==> config.mk <==
export PLATFORM = sky130hd
export DESIGN_NAME = sjf_ready_queue_scheduler_top
export DESIGN_NICKNAME = d
export VERILOG_FILES = /design/src/sjf_pkg.sv /design/src/sjf_queue_mem.sv /design/src/sjf_ready_queue_scheduler_top.sv
export VERILOG_INCLUDE_DIRS = /design/src /design/src/src
export SDC_FILE = /design/constraint.sdc
export NUM_CORES = 2
export LEC_CHECK = 0
export ABC_AREA = 0
export ABC_CLOCK_PERIOD_IN_PS = 26300
export BUFFER_PORTS_ARGS = -buffer_cell sky130_fd_sc_hd__buf_4
export CORE_MARGIN = 2
export CORE_UTILIZATION = 40
export DETAILED_ROUTE_END_ITERATION = 7
export PLACE_DENSITY = 0.51
export SYNTH_ARGS = -nofsm -noshare
export SYNTH_HDL_FRONTEND = slang
export SYNTH_SLANG_ARGS = --single-unit
==> constraint.sdc <==
create_clock -name i_clk -period 26.3 [get_ports i_clk]
set_clock_uncertainty 0.15 [all_clocks]
set_input_delay 1.315 -clock i_clk [delete_from_list [all_inputs] [get_ports i_clk]]
set_output_delay 1.315 -clock i_clk [all_outputs]
set_load 0.02 [all_outputs]
==> src/assert_macros.svh <==
// Assertion macros used by the RTL.
// IMP checks the consequent in the same cycle, NXT checks it in the following cycle.
`ifndef ASSERT_MACROS_SVH
`define ASSERT_MACROS_SVH

`ifndef SYNTHESIS

`define SJF_ASSERT_IMP(label, clk, rst_n, ante, cons) \
    label: assert property (@(posedge clk) disable iff (!(rst_n)) (ante) |-> (cons)) \
        else $error("sjf assertion failed");

`define SJF_ASSERT_NXT(label, clk, rst_n, ante, cons) \
    label: assert property (@(posedge clk) disable iff (!(rst_n)) (ante) |=> (cons)) \
        else $error("sjf assertion failed");

`else

`define SJF_ASSERT_IMP(label, clk, rst_n, ante, cons)

`define SJF_ASSERT_NXT(label, clk, rst_n, ante, cons)

`endif

`endif

==> src/sjf_pkg.sv <==
package sjf_pkg;

    // default number of ready queue entries
    localparam int READY_DEPTH_DEF = 16;

    localparam int PID_W   = 16;
    localparam int TIME_W  = 32;
    localparam int TICK_W  = 16;
    localparam int COUNT_W = 5;

    // one queued job as stored in the ready queue memory
    typedef struct packed {
        logic [PID_W-1:0]  pid;
        logic [TIME_W-1:0] burst;
        logic [TIME_W-1:0] elapsed;
    } t_job;

    typedef enum logic [2:0] {
        S_IDLE,
        S_ENQ,
        S_TICK,
        S_SCAN,
        S_PICK,
        S_SHIFT,
        S_OUT
    } t_state;

    // remaining run time, floored at zero
    function automatic logic [TIME_W-1:0] f_remaining(t_job job);
        logic [TIME_W-1:0] rem;
        rem = (job.burst > job.elapsed) ? (job.burst - job.elapsed) : '0;
        return rem;
    endfunction

endpackage

==> src/sjf_queue_mem.sv <==
module sjf_queue_mem #(
    parameter int DEPTH = sjf_pkg::READY_DEPTH_DEF
) (
    input  logic                     i_clk,
    input  logic                     i_we,
    input  logic [$clog2(DEPTH)-1:0] i_waddr,
    input  sjf_pkg::t_job            i_wdata,
    input  logic                     i_re,
    input  logic [$clog2(DEPTH)-1:0] i_raddr,
    output sjf_pkg::t_job            o_rdata
);

    sjf_pkg::t_job r_mem [DEPTH];
    sjf_pkg::t_job r_rdata;

    // write one entry, read one entry with registered data
    always_ff @(posedge i_clk) begin
        if (i_we) begin
            r_mem[i_waddr] <= i_wdata;
        end
        if (i_re) begin
            r_rdata <= r_mem[i_raddr];
        end
    end

    assign o_rdata = r_rdata;

endmodule

==> src/sjf_ready_queue_scheduler_top.sv <==
// Channel  Direction  Handshake                 Beat contents
// in       input      i_in_valid / o_in_ready    op, job_pid, burst_ms, start_elapsed_ms, now_ms
// out      output     o_out_valid / i_out_ready  done_*, cpu_*, ready_count, job_dropped
// cfg      input      i_cfg_we                   tick_length_ms (16 bit)
//
// An enqueue passes from acceptance through the enqueue step to the output step. A tick goes
// through the tick step to the output step when no selection is needed; when it selects among
// the queued jobs it scans, picks and shifts before the output step: one memory read port scans
// the queue one entry per cycle, then the same port moves the later entries down one per cycle.
// Reset is synchronous, active low; the queue memory needs no clearing pass.
// A result waiting on a stalled output holds the block in its output step.
`include "assert_macros.svh"

module sjf_ready_queue_scheduler_top #(
    parameter int READY_DEPTH = sjf_pkg::READY_DEPTH_DEF
) (
    input  logic                        i_clk,
    input  logic                        i_rst_n,
    // configuration
    input  logic                        i_cfg_we,
    input  logic [sjf_pkg::TICK_W-1:0]  i_cfg_data,
    // input channel
    input  logic                        i_in_valid,
    output logic                        o_in_ready,
    input  logic                        i_op,
    input  logic [sjf_pkg::PID_W-1:0]   i_job_pid,
    input  logic [sjf_pkg::TIME_W-1:0]  i_burst_ms,
    input  logic [sjf_pkg::TIME_W-1:0]  i_start_elapsed_ms,
    input  logic [sjf_pkg::TIME_W-1:0]  i_now_ms,
    // output channel
    output logic                        o_out_valid,
    input  logic                        i_out_ready,
    output logic                        o_done_valid,
    output logic [sjf_pkg::PID_W-1:0]   o_done_pid,
    output logic [sjf_pkg::TIME_W-1:0]  o_done_time_ms,
    output logic                        o_cpu_busy,
    output logic [sjf_pkg::PID_W-1:0]   o_cpu_pid,
    output logic [sjf_pkg::COUNT_W-1:0] o_ready_count,
    output logic                        o_job_dropped
);

    localparam int AW = $clog2(READY_DEPTH);
    localparam int LW = $clog2(READY_DEPTH + 1);
    localparam logic [LW-1:0] LEN_FULL = LW'(READY_DEPTH);

    sjf_pkg::t_state r_state, n_state;

    logic [sjf_pkg::TICK_W-1:0] r_tick_len;

    // latched item
    sjf_pkg::t_job               r_job;
    logic [sjf_pkg::TIME_W-1:0]  r_now;

    // running job
    logic                        r_run_vld;
    sjf_pkg::t_job               r_run;

    logic [LW-1:0]               r_len;

    // scan and shift pipeline
    logic [LW-1:0]               r_ptr;
    logic                        r_p1_vld;
    logic [AW-1:0]               r_p1_idx;
    logic                        r_p2_vld;
    logic [AW-1:0]               r_p2_idx;
    logic [sjf_pkg::TIME_W-1:0]  r_p2_rem;
    sjf_pkg::t_job               r_p2_job;
    logic                        r_have;
    logic [AW-1:0]               r_best_idx;
    logic [sjf_pkg::TIME_W-1:0]  r_best_rem;
    sjf_pkg::t_job               r_best_job;

    // result under construction
    logic                        r_res_done;
    logic [sjf_pkg::PID_W-1:0]   r_res_done_pid;
    logic [sjf_pkg::TIME_W-1:0]  r_res_done_time;
    logic                        r_res_drop;

    // output register
    logic                        r_out_valid;
    logic                        r_o_done;
    logic [sjf_pkg::PID_W-1:0]   r_o_done_pid;
    logic [sjf_pkg::TIME_W-1:0]  r_o_done_time;
    logic                        r_o_busy;
    logic [sjf_pkg::PID_W-1:0]   r_o_cpu_pid;
    logic [sjf_pkg::COUNT_W-1:0] r_o_count;
    logic                        r_o_drop;

    // memory port
    logic                        w_mem_we;
    logic [AW-1:0]               w_mem_waddr;
    sjf_pkg::t_job               w_mem_wdata;
    logic                        w_mem_re;
    logic [AW-1:0]               w_mem_raddr;
    sjf_pkg::t_job               w_mem_rdata;

    logic                        w_accept;
    logic [sjf_pkg::TIME_W:0]    w_sum;
    logic [sjf_pkg::TIME_W-1:0]  w_sat;
    logic                        w_fin;
    logic                        w_need_pick;
    logic                        w_issue;
    logic                        w_out_load;

    sjf_queue_mem #(
        .DEPTH (READY_DEPTH)
    ) u_mem (
        .i_clk   (i_clk),
        .i_we    (w_mem_we),
        .i_waddr (w_mem_waddr),
        .i_wdata (w_mem_wdata),
        .i_re    (w_mem_re),
        .i_raddr (w_mem_raddr),
        .o_rdata (w_mem_rdata)
    );

    assign o_in_ready = (r_state == sjf_pkg::S_IDLE);
    assign w_accept   = i_in_valid && o_in_ready;

    // advance running job by one tick, saturating
    assign w_sum = {1'b0, r_run.elapsed} + (sjf_pkg::TIME_W + 1)'(r_tick_len);
    assign w_sat = w_sum[sjf_pkg::TIME_W] ? '1 : w_sum[sjf_pkg::TIME_W-1:0];
    assign w_fin = r_run_vld && (w_sat >= r_run.burst);
    assign w_need_pick = (r_len != '0) && (!r_run_vld || w_fin);

    assign w_issue    = (r_ptr < r_len);
    assign w_out_load = (r_state == sjf_pkg::S_OUT) && (!r_out_valid || i_out_ready);

    // next state
    always_comb begin
        n_state = r_state;
        case (r_state)
            sjf_pkg::S_IDLE: begin
                if (w_accept) begin
                    n_state = i_op ? sjf_pkg::S_ENQ : sjf_pkg::S_TICK;
                end
            end
            sjf_pkg::S_ENQ: begin
                n_state = sjf_pkg::S_OUT;
            end
            sjf_pkg::S_TICK: begin
                n_state = w_need_pick ? sjf_pkg::S_SCAN : sjf_pkg::S_OUT;
            end
            sjf_pkg::S_SCAN: begin
                if (!w_issue && !r_p1_vld && !r_p2_vld) begin
                    n_state = sjf_pkg::S_PICK;
                end
            end
            sjf_pkg::S_PICK: begin
                n_state = sjf_pkg::S_SHIFT;
            end
            sjf_pkg::S_SHIFT: begin
                if (!w_issue && !r_p1_vld) begin
                    n_state = sjf_pkg::S_OUT;
                end
            end
            sjf_pkg::S_OUT: begin
                if (w_out_load) begin
                    n_state = sjf_pkg::S_IDLE;
                end
            end
            default: begin
                n_state = sjf_pkg::S_IDLE;
            end
        endcase
    end

    // memory controls
    always_comb begin
        w_mem_we    = 1'b0;
        w_mem_waddr = r_len[AW-1:0];
        w_mem_wdata = r_job;
        w_mem_re    = 1'b0;
        w_mem_raddr = r_ptr[AW-1:0];
        case (r_state)
            sjf_pkg::S_ENQ: begin
                w_mem_we = (r_len < LEN_FULL);
            end
            sjf_pkg::S_SCAN: begin
                w_mem_re = w_issue;
            end
            sjf_pkg::S_SHIFT: begin
                w_mem_re    = w_issue;
                w_mem_we    = r_p1_vld;
                w_mem_waddr = r_p1_idx - AW'(1);
                w_mem_wdata = w_mem_rdata;
            end
            default: begin
                w_mem_we = 1'b0;
            end
        endcase
    end

    always_ff @(posedge i_clk) begin
        if (!i_rst_n) begin
            r_state <= sjf_pkg::S_IDLE;
        end else begin
            r_state <= n_state;
        end
    end

    // configuration register
    always_ff @(posedge i_clk) begin
        if (!i_rst_n) begin
            r_tick_len <= sjf_pkg::TICK_W'(1);
        end else if (i_cfg_we) begin
            r_tick_len <= i_cfg_data;
        end
    end

    // latch item
    always_ff @(posedge i_clk) begin
        if (w_accept) begin
            r_job.pid     <= i_job_pid;
            r_job.burst   <= i_burst_ms;
            r_job.elapsed <= i_start_elapsed_ms;
            r_now     <= i_now_ms;
        end
    end

    // scheduler state
    always_ff @(posedge i_clk) begin
        if (!i_rst_n) begin
            r_run_vld  <= 1'b0;
            r_len      <= '0;
            r_p1_vld   <= 1'b0;
            r_p2_vld   <= 1'b0;
            r_have     <= 1'b0;
            r_res_done <= 1'b0;
            r_res_drop <= 1'b0;
        end else begin
            case (r_state)
                sjf_pkg::S_IDLE: begin
                    if (w_accept) begin
                        r_res_done      <= 1'b0;
                        r_res_done_pid  <= '0;
                        r_res_done_time <= '0;
                        r_res_drop      <= 1'b0;
                    end
                end
                sjf_pkg::S_ENQ: begin
                    if (r_len < LEN_FULL) begin
                        r_len <= r_len + LW'(1);
                    end else begin
                        r_res_drop <= 1'b1;
                    end
                end
                sjf_pkg::S_TICK: begin
                    if (r_run_vld) begin
                        r_run.elapsed <= w_sat;
                    end
                    if (w_fin) begin
                        r_res_done      <= 1'b1;
                        r_res_done_pid  <= r_run.pid;
                        r_res_done_time <= r_now;
                        r_run_vld       <= 1'b0;
                    end
                    r_ptr    <= '0;
                    r_p1_vld <= 1'b0;
                    r_p2_vld <= 1'b0;
                    r_have   <= 1'b0;
                end
                sjf_pkg::S_SCAN: begin
                    // issue read
                    if (w_issue) begin
                        r_ptr <= r_ptr + LW'(1);
                    end
                    r_p1_vld <= w_issue;
                    r_p1_idx <= r_ptr[AW-1:0];
                    // remaining time of the entry just read
                    r_p2_vld <= r_p1_vld;
                    r_p2_idx <= r_p1_idx;
                    r_p2_rem <= sjf_pkg::f_remaining(w_mem_rdata);
                    r_p2_job <= w_mem_rdata;
                    // keep the earliest strict minimum
                    if (r_p2_vld && (!r_have || (r_p2_rem < r_best_rem))) begin
                        r_have     <= 1'b1;
                        r_best_idx <= r_p2_idx;
                        r_best_rem <= r_p2_rem;
                        r_best_job <= r_p2_job;
                    end
                end
                sjf_pkg::S_PICK: begin
                    r_run_vld <= 1'b1;
                    r_run     <= r_best_job;
                    r_ptr     <= LW'(r_best_idx) + LW'(1);
                    r_p1_vld  <= 1'b0;
                end
                sjf_pkg::S_SHIFT: begin
                    // move later entries down by one
                    if (w_issue) begin
                        r_ptr <= r_ptr + LW'(1);
                    end
                    r_p1_vld <= w_issue;
                    r_p1_idx <= r_ptr[AW-1:0];
                    if (!w_issue && !r_p1_vld) begin
                        r_len <= r_len - LW'(1);
                    end
                end
                default: begin
                    r_p1_vld <= 1'b0;
                end
            endcase
        end
    end

    // output register
    always_ff @(posedge i_clk) begin
        if (!i_rst_n) begin
            r_out_valid <= 1'b0;
        end else if (w_out_load) begin
            r_out_valid <= 1'b1;
        end else if (i_out_ready) begin
            r_out_valid <= 1'b0;
        end
    end

    always_ff @(posedge i_clk) begin
        if (w_out_load) begin
            r_o_done      <= r_res_done;
            r_o_done_pid  <= r_res_done_pid;
            r_o_done_time <= r_res_done_time;
            r_o_busy      <= r_run_vld;
            r_o_cpu_pid   <= r_run_vld ? r_run.pid : '0;
            r_o_count     <= sjf_pkg::COUNT_W'(r_len);
            r_o_drop      <= r_res_drop;
        end
    end

    assign o_out_valid    = r_out_valid;
    assign o_done_valid   = r_o_done;
    assign o_done_pid     = r_o_done_pid;
    assign o_done_time_ms = r_o_done_time;
    assign o_cpu_busy     = r_o_busy;
    assign o_cpu_pid      = r_o_cpu_pid;
    assign o_ready_count  = r_o_count;
    assign o_job_dropped  = r_o_drop;

    // queue never holds more than its depth
    `SJF_ASSERT_IMP(a_len_bound, i_clk, i_rst_n, 1'b1, r_len <= LEN_FULL)
    // an enqueue into a full queue flags the drop
    `SJF_ASSERT_NXT(a_full_drop, i_clk, i_rst_n,
        (r_state == sjf_pkg::S_ENQ) && (r_len == LEN_FULL), r_res_drop)
    // an enqueue never reports a completion
    `SJF_ASSERT_NXT(a_enq_no_done, i_clk, i_rst_n, r_state == sjf_pkg::S_ENQ, !r_res_done)
    // a selection leaves the CPU busy
    `SJF_ASSERT_NXT(a_pick_busy, i_clk, i_rst_n, r_state == sjf_pkg::S_PICK, r_run_vld)
    // compaction moves only entries inside the occupied queue, never the head entry
    `SJF_ASSERT_IMP(a_shift_addr, i_clk, i_rst_n,
        (r_state == sjf_pkg::S_SHIFT) && w_mem_we,
        (LW'(r_p1_idx) < r_len) && (r_p1_idx != '0))

endmodule
==> results.toml <==
[status]
outcome = "finished with violations"
violations = "antenna violations"

[floorplanning]
coreArea_um2 = 187000
io_pins = 208
die_x_um = 438
start_util_pct = 40.2
fp.dieH_um = 438
row_count = 159
die_area_um2 = 191000

[route]
viasPerCell = 5.32
drc_errors = 0
vias = 36000
avgRoutedWirePerCell_um = 26.5
first_pass_iters = 7
dr.first_iter.drc_count = 3479
ant_nets = 1
postRouteWirelength_um = 179000

[timing]
worst_slew_pin_slew_ps = 1350
finalSetupViolCount = 0
tns_ps = 0
fin_crit_sh_pct = 21.5
min_period_ps = 5640
finalMaxSlewViolations = 0
rsz0062_at_grt = "false"
fmax_mhz = 177
hold_violations = 0
slew_headroom_pct = 9.55

[place]
gp_congestion = 0.778
dp_hpwl_um = 106000
io_buffers = 207
dpl.cell_count = 6374

[cts]
insertion_delay_ps = 840
cts_buffers = 203
post_cts.repair.setup_buffers = 0
h-tree-depth = 4
cts_tree = "done"
clock-sinks = 1944
clk_pin_slew_worst_paths_ps = 60
cts_buffer_depth = 3
cts_resized = 0
cts_root_buf = "clkbuf_16"
hold_buffers = 0

[global_routing]
grt.overflow.total = 0
grt_use_met3_pct = 2.99
grtUsageTotal_pct = 18.8
use_met2_pct = 29.0
busiest_layer = "met2"
grt_max_degree = 125
grt_pass1_vias = 37200
antenna_found_initial = 21
grt_pass1_wl_um = 262000
use_met1_pct = 27.9

[synthesis]
synth_top_area_share_pct = 76.4
synth_cells = 3721
yosysMostFrequentCell = "edfxtp_1"
netlist_top_cells_count = "edfxtp_1, mux4_2, nand2_1"
synth.largest_area_cell = "edfxtp_1"
ys_types = 70
synth-async-reset-ratio_pct = 0
synth_edf_count = 1913
synth_seq_cells = 1944
synth.yosys.seq_area_share_pct = 77.2
avgSynthCellArea_um2 = 20.2
synth_top_flop_cell = "edfxtp_1"
netlist_area_um2 = 75200
yosysWarnings = 0
syn_nets = 3982
synth.area.top_cells = "edfxtp_1, mux4_2, ha_1"

[setup_path]
start_kind = "register"
cp_data_required_time_ps = 26640
end_kind = "register"
reg2reg_depth = 22
worstSetupPathType = "reg -> reg"
crit_fanout = 48
worstPathArrival_ps = 5980

[cells_and_area]
nNetsFinal = 4345
drive_gt1_share_pct = 24.8
syn_to_final_growth_pct = 15.3
fin_cells = 6755

[power_and_ir_drop]
p_per_area_nw_per_um2 = 93.5
peakVddDrop_uv = 68.0
leakage_uw = 0.0291
finalPower_uw = 8110

[run]
drv_cap = 0

[min_path]
hold_path_depth = 0
worst_hold_path_type = "reg -> reg"
[sequential cells by signal, indices dropped and copies added, names as in the netlist, 16 cells and up]
register,flops
r_res_done_time,32
r_job,80
o_cpu_pid,16
u_mem.o_rdata,80
r_p2_rem,32
r_now,32
r_res_done_pid,16
o_done_pid,16
o_done_time_ms,32
r_best_job,80
r_best_rem,32
u_mem.r_mem,1280
r_p2_job,80
r_tick_len,16
r_run,80
[per-layer routing]
| metal | wire length (µm) | vias up |
|---|---|---|
| met5 | 14 | - |
| met4 | 3490 | 2 |
| met3 | 9500 | 228 |
| met2 | 83100 | 983 |
| met1 | 82800 | 19000 |
| li1 | - | 15700 |
[stage by stage]
stage | util (%) | hold WS [ps] | setup WS [ps] | instance area (µm²)
after floorplan | - | 250 | 13170 | 75200
after global placement | 42.9 | 250 | 20710 | 80200
after detailed placement | 42.9 | 255 | 20650 | 80200
after CTS | 46.3 | 254 | 20610 | 86700
after global routing | 46.3 | 268 | 20170 | 86700
final | 46.3 | 256 | 20660 | 86700
[cell type report]
class / instances / area [µm²]
fill: 15700 / 101000
sequential: 1944 / 58100
multi-input combinational: 1502 / 16200
clock buffer: 258 / 5400
tap: 2495 / 3120
timing repair buffer: 311 / 2370
clock inverter: 117 / 1040
inverter: 122 / 458
antenna: 6 / 15.0
[logic make-up after synthesis]
group / Yosys count / synth area share [%]
AOI/OAI and AO/OA: 307 / 2.65
DFF: 1944 / 77.2
and+or+nand+nor: 585 / 3.50
buffers and inverters: 275 / 1.47
muxes: 427 / 12.4
xor gates and xnor gates: 56 / 0.652
adders and majority gates: 127 / 2.14
[placed cells by master (no fill, tap or decap), types with 21 or more instances in the layout]
cell type and instances:
a21o_1 45, and3_1 64, clkinv_2 35, clkbuf_1 47
nor2_1 126, clkinv_1 46, xor2_1 21, mux4_2 400
nor3_1 23, o21ai_0 64, nand2_1 263, a21oi_1 77
inv_1 121, edfxtp_1 1913, ha_1 124, dfxtp_1 30
buf_4 308, a31oi_1 32, clkbuf_16 206, xnor2_1 35
[power breakdown]
group	total (µW)	switching, µW	internal (µW)
Combinational	1400	846	552
Sequential	3930	90.2	3840
Clock	2780	1190	1590
Total	8110	2130	5980
[worst max-delay path, stage by stage, from the launching register on]
cell and delay [ps]:
edfxtp_1 370, ha_1 230, fa_1 410, a21o_1 210
a21oi_2 190, nand2b_4 160, a221oi_2 70, o21ai_2 310
a211oi_4 190, nand2_1 310, buf_4 340, nand2_1 100
ha_1 300, a21o_1 180, a21o_1 170, a21oi_1 160
o21ai_0 110, a211oi_1 220, o21ai_1 160, a21oi_1 330
nor2_1 100, o21a_2 200, buf_4 310
[path summary, 6_finish.rpt]
kind / start / endpoint / slack (ps)
setup / recovery: r_run[0] / r_res_done_pid[12] / 20660
hold / removal: r_res_done_time[26] / o_done_time_ms[26] / 260
hold reg to reg: r_res_done_time[26] / o_done_time_ms[26] / 260
setup reg to reg: r_run[0] / r_res_done_pid[12] / 20660
Note: power is estimated with default switching activity, not from simulation.
